### config.mk
export PLATFORM = sky130hd
export DESIGN_NAME = ccs_cmp
export DESIGN_NICKNAME = d
export VERILOG_FILES = /design/src/design/ccs_pkg.sv /design/src/design/ccs_cmp.sv
export SDC_FILE = /design/constraint.sdc
export NUM_CORES = 1
export LEC_CHECK = 0
export BUFFER_PORTS_ARGS = -buffer_cell sky130_fd_sc_hd__buf_2
export CAP_MARGIN = 20
export CORE_UTILIZATION = 45
export DETAILED_ROUTE_END_ITERATION = 7
export PLACE_DENSITY = 0.91
export SLEW_MARGIN = 30
export SYNTH_ARGS = -nofsm -noshare
export SYNTH_HDL_FRONTEND = slang
export SYNTH_SLANG_ARGS = --single-unit
### constraint.sdc
create_clock -name vclk -period 3.19
set_input_delay 0.1595 -clock vclk [all_inputs]
set_output_delay 0.1595 -clock vclk [all_outputs]
set_load 0.03 [all_outputs]
### src/design/ccs_pkg.sv
// Package for the capture chunk scheduler: types, codes and constants.
package ccs_pkg;

  localparam int QueueDepthDefault = 16;
  localparam logic [15:0] DryLimitReset = 16'd1000;
  localparam logic [6:0] PollPeriodReset = 7'd100;

  typedef enum logic [1:0] {
    CMD_START   = 2'd0,
    CMD_ENQUEUE = 2'd1,
    CMD_POLL    = 2'd2,
    CMD_HALT    = 2'd3
  } cmd_t;

  typedef enum logic [1:0] {
    KIND_DONE  = 2'd0,
    KIND_ERROR = 2'd1,
    KIND_PURGE = 2'd2,
    KIND_ALARM = 2'd3
  } kind_t;

  typedef enum logic [1:0] {
    REG_HWM    = 2'd0,
    REG_WINDOW = 2'd1,
    REG_DRY    = 2'd2,
    REG_POLL   = 2'd3
  } reg_index_t;

  typedef struct packed {
    logic [1:0]  cmd;
    logic [7:0]  chunk_id;
    logic [7:0]  parent_id;
    logic [63:0] first_sample;
    logic [63:0] last_sample;
    logic        parent_dead;
    logic        setup_ok;
    logic        new_data;
    logic [63:0] head_position;
    logic [63:0] start_tail;
  } in_item_t;

  typedef struct packed {
    logic [1:0]  kind;
    logic [7:0]  out_chunk;
    logic [63:0] purge_amount;
    logic [63:0] tail_now;
    logic        last;
  } out_item_t;

  typedef enum logic [3:0] {
    ST_IDLE,
    ST_INS_SCAN,
    ST_INS_SHIFT,
    ST_REJ_SCAN,
    ST_REJ_SHIFT,
    ST_REJ_NEW,
    ST_CMP_HEAD,
    ST_SIB_SCAN,
    ST_SIB_SHIFT,
    ST_DONE_SHIFT,
    ST_PURGE,
    ST_ALARM,
    ST_DRAIN
  } state_t;

  // Shared compare unit request: one 64-bit magnitude compare a cycle.
  typedef struct packed {
    logic [63:0] a;
    logic [63:0] b;
  } cmp_req_t;

  typedef struct packed {
    logic le;  // a <= b
    logic lt;  // a < b
    logic eq;
  } cmp_rsp_t;

endpackage

### src/design/ccs_cmp.sv
// Shared 64-bit compare unit used by the scheduler sequencer.
module ccs_cmp
  import ccs_pkg::*;
(
  input  cmp_req_t req,
  output cmp_rsp_t rsp
);

  always_comb begin
    rsp.lt = req.a < req.b;
    rsp.eq = req.a == req.b;
    rsp.le = rsp.lt | rsp.eq;
  end

endmodule

== Yosys cells after proc, flatten, opt, wreduce, memory -nomap -nowiden ==
Cells that the tools add are included.

* Bits in registers: 0
* Bits of input ports: 128
* Output and inout bits: 3
* Word-level logic and storage cells: 3

* Magnitude comparators: 1
* Eq/ne operators: 1
* Bitwise operators: 1

{| class="wikitable"
|+ Operator list
! kind !! number
|-
| 64-bit == test || 1
|-
| 64-bit < comparator || 1
|-
| 1-bit OR || 1
|}

== Longest topological paths before layout ==
* Word-level depth: 2
* Gate-level depth with buffers: 8
* Mapped depth without buffers: 8

== Worst setup path before layout ==
No wires, ideal clock.

* Path kind: input to output
* Start point: input port req[45] (netlist name)
* End point: output port rsp[2] (netlist name)
* Arrival: 2242 ps
* Data required time: 3030 ps
* Setup slack: 788 ps
* Stages on the path: 8
* Cells stage by stage: inv_1 ha_1 a21o_1 a21o_1 a221oi_2 o22ai_1 nor4_2 or2_1

{| class="wikitable"
|+ RTL lines
! what !! line !! source
|-
| start, declared || ccs_cmp.sv:5 || <nowiki>input cmp_req_t req,</nowiki>
|-
| end, declared || ccs_cmp.sv:6 || <nowiki>output cmp_rsp_t rsp</nowiki>
|}

==> results.py <==
metrics = {
    "global_route": {
        "grt_pass1_vias": 2014,
        "grt_pass1_wl_um": 7510,
        "grt.overflow.total": 0,
        "grt_antenna_before_repair": 0,
        "grt_max_degree": 5,
        "track_usage": 0.224,
    },
    "drt": {
        "drtPass1Iterations": 4,
        "vias_per_cell": 5.02,
        "ant_nets": 0,
        "drc": 0,
        "postRouteWirelength_um": 4560,
        "vias": 2069,
        "wl_per_cell_um": 11.1,
        "drt-initial-drc-count": 34,
    },
    "critical_path": {
        "critPathTopFamily": "simple AND/OR/NAND/NOR gates",
        "cpMaxStageDelayCell": "nor4_4",
        "cp_data_required_time_ns": 3.03,
        "cpPeakStageDelay_ns": 0.39,
        "worst-path-max-fanout": 4,
        "path_class": "in2out",
        "cp_cell_sequence": "buf_2 > inv_1 > ha_1 > nand4_2 > nor4_4 > nand4_1 > a31oi_1 > nor4_2 > or2_1 > buf_2",
        "crit_buf_inv": 3,
        "critical_path.endpoint_type": "output pin",
        "cp-startpoint": "req[63]",
        "crit_top_cell": "buf_2",
        "arrival_ns": 2.04,
        "cp-start-kind": "input pin",
    },
    "cells_and_area": {
        "seq_cell_count": 0,
        "layout.nets": 560,
        "nFillCells": 312,
        "regArea_um2": 0,
        "areaGrowthSynthToFinish_pct": 42.6,
        "design_area_um2": 2390,
        "clkbuf_count": 0,
        "drive_gt1_frac": 0.377,
        "antennaDiodeCount": 0,
    },
    "timing": {
        "period_share": 0.688,
        "drv_slew": 0,
        "fmax_mhz": 455,
        "setup_tns_ns": 0,
        "rsz0062_at_grt": "false",
        "setup_violations": 0,
        "fin_ws_ns": 0.994,
        "fin_crit_ns": 2.20,
        "worst_pin_slew_ns": 0.413,
        "hold_viol": 0,
        "maxSlewHeadroom": 0.723,
    },
    "place": {
        "dp_hpwl_um": 4340,
        "pre_cts_ws_ns": 0.977,
        "gp_congestion": 0.846,
        "io_buffers": 131,
        "dpl_cell_area_um2": 2390,
    },
    "floorplan": {
        "dieHeight_um": 63.0,
        "initial_core_util": 0.486,
        "die_area_um2": 3970,
        "dieWidth_um": 63.0,
        "num_rows": 21,
        "coreArea_um2": 3440,
        "ioPinCount": 131,
    },
    "clocking": {
        "cts_resized": 0,
        "cts_setup_buffers": 0,
        "cts_hold_buf": 0,
    },
    "power": {
        "irDropWorstVdd_uv": 59.2,
        "p_leak_uw": 0.00155,
        "p_per_area_nw_per_um2": 115,
    },
    "logic_synthesis": {
        "syn_inst": 235,
        "synth.cell_area_um2": 1670,
        "ys_types": 27,
        "ys_warn_count": 0,
        "synth_nets": 427,
        "ys_seq_area_frac": 0,
        "synth.avg_cell_area_um2": 7.12,
    },
    "hold_path": {
        "hold_start": "req[127]",
        "hold_class": "in2out",
    },
    "outcome": {
        "outcome": "finished, final reports clean",
    },
    "run": {
        "max_cap_viol_count": 0,
    },
}
tightest hold or removal path: stages:
cell      delay [ns]
buf_2           0.08
ha_1            0.13
a221oi_1        0.05
o211ai_1        0.12
nor4_2          0.07
buf_2           0.18
stage by stage:
stage | instances | util | power, uW | hold WS (ns)
2_1_floorplan | 235 | - | 157 | 0.674
3_3_place_gp | 412 | 0.693 | 261 | 0.937
3_5_place_dp | 412 | 0.693 | 276 | 0.943
4_1_cts | 412 | 0.693 | 278 | 0.944
5_1_grt | 412 | 0.693 | 316 | 0.982
6_report | 412 | 0.693 | 276 | 0.945
area by class of cell:
class	count	area [um2]	area share
Tap cell	46	57.6	0.0241
Timing Repair Buffer	131	656	0.275
Inverter	66	248	0.104
Multi-Input combinational cell	169	1430	0.597
per-layer routing:
layer / up-vias / share of wire / track usage
met2: 80 / 0.54 / 0.465
met1: 892 / 0.38 / 0.226
met5: - / 0 / 0
met4: 0 / 0.021 / 0.0610
li1: 1087 / - / -
met3: 10 / 0.056 / 0.0237
power breakdown:
group / internal [uW] / leakage, uW / switching [uW] / total [uW]
Combinational: 140 / 0.00155 / 135 / 276
Clock: 0 / 0 / 0 / 0
Sequential: 0 / 0 / 0 / 0
logic make-up after synthesis:
family / after synthesis / share of synthesized area
buffers and inverters: 66 / 0.148
adder cells (fa/ha/maj): 64 / 0.479
AND/OR/NAND/NOR: 57 / 0.202
AO/OA/AOI/OAI: 48 / 0.171
layout by cell type, fill, tap and decap left out, types with 2 or more instances in the layout:
master    count
nand3_1       5
and4_1        2
o21ai_1       3
inv_1        66
a221oi_1      3
a31oi_1       2
ha_1         64
nand4_2       3
o21ai_0       6
nor4_2        2
nor3_1        4
nand4_1      12
o211ai_1      2
buf_2       131
nand2_1      19
nor2_1        5
a21o_1        2
a21oi_1      25
final timing paths:
path / slack, ns / end / cells past startpoint
worst min-delay path: 0.94 / rsp[1] / 6
worst max-delay path: 0.99 / rsp[2] / 10
synth_stat cells:
library cell / n / area [um2]
o211ai_1: 2 / 15.0
nand2_1: 19 / 71.3
a21oi_1: 25 / 125
nor4_4: 1 / 21.3
a31oi_1: 2 / 12.5
nand4_2: 3 / 37.5
a2111o_1: 1 / 11.3
a21o_1: 2 / 15.0
ha_1: 64 / 801
a221oi_1: 3 / 26.3
nand2b_1: 1 / 6.26
nor3_1: 4 / 20.0
o21ai_0: 6 / 30.0
inv_1: 66 / 248
or4_1: 1 / 7.51
and4_1: 2 / 17.5
a211oi_1: 1 / 7.51
or2_1: 1 / 6.26
nor2_1: 5 / 18.8
nor2b_1: 1 / 6.26
o22ai_1: 1 / 6.26
nand4_1: 12 / 75.1
a221oi_2: 1 / 15.0
nand3_1: 5 / 25.0
nor4_2: 2 / 25.0
o21ai_1: 3 / 15.0
a22oi_1: 1 / 7.51
Note: power is estimated with default switching activity, not from simulation.
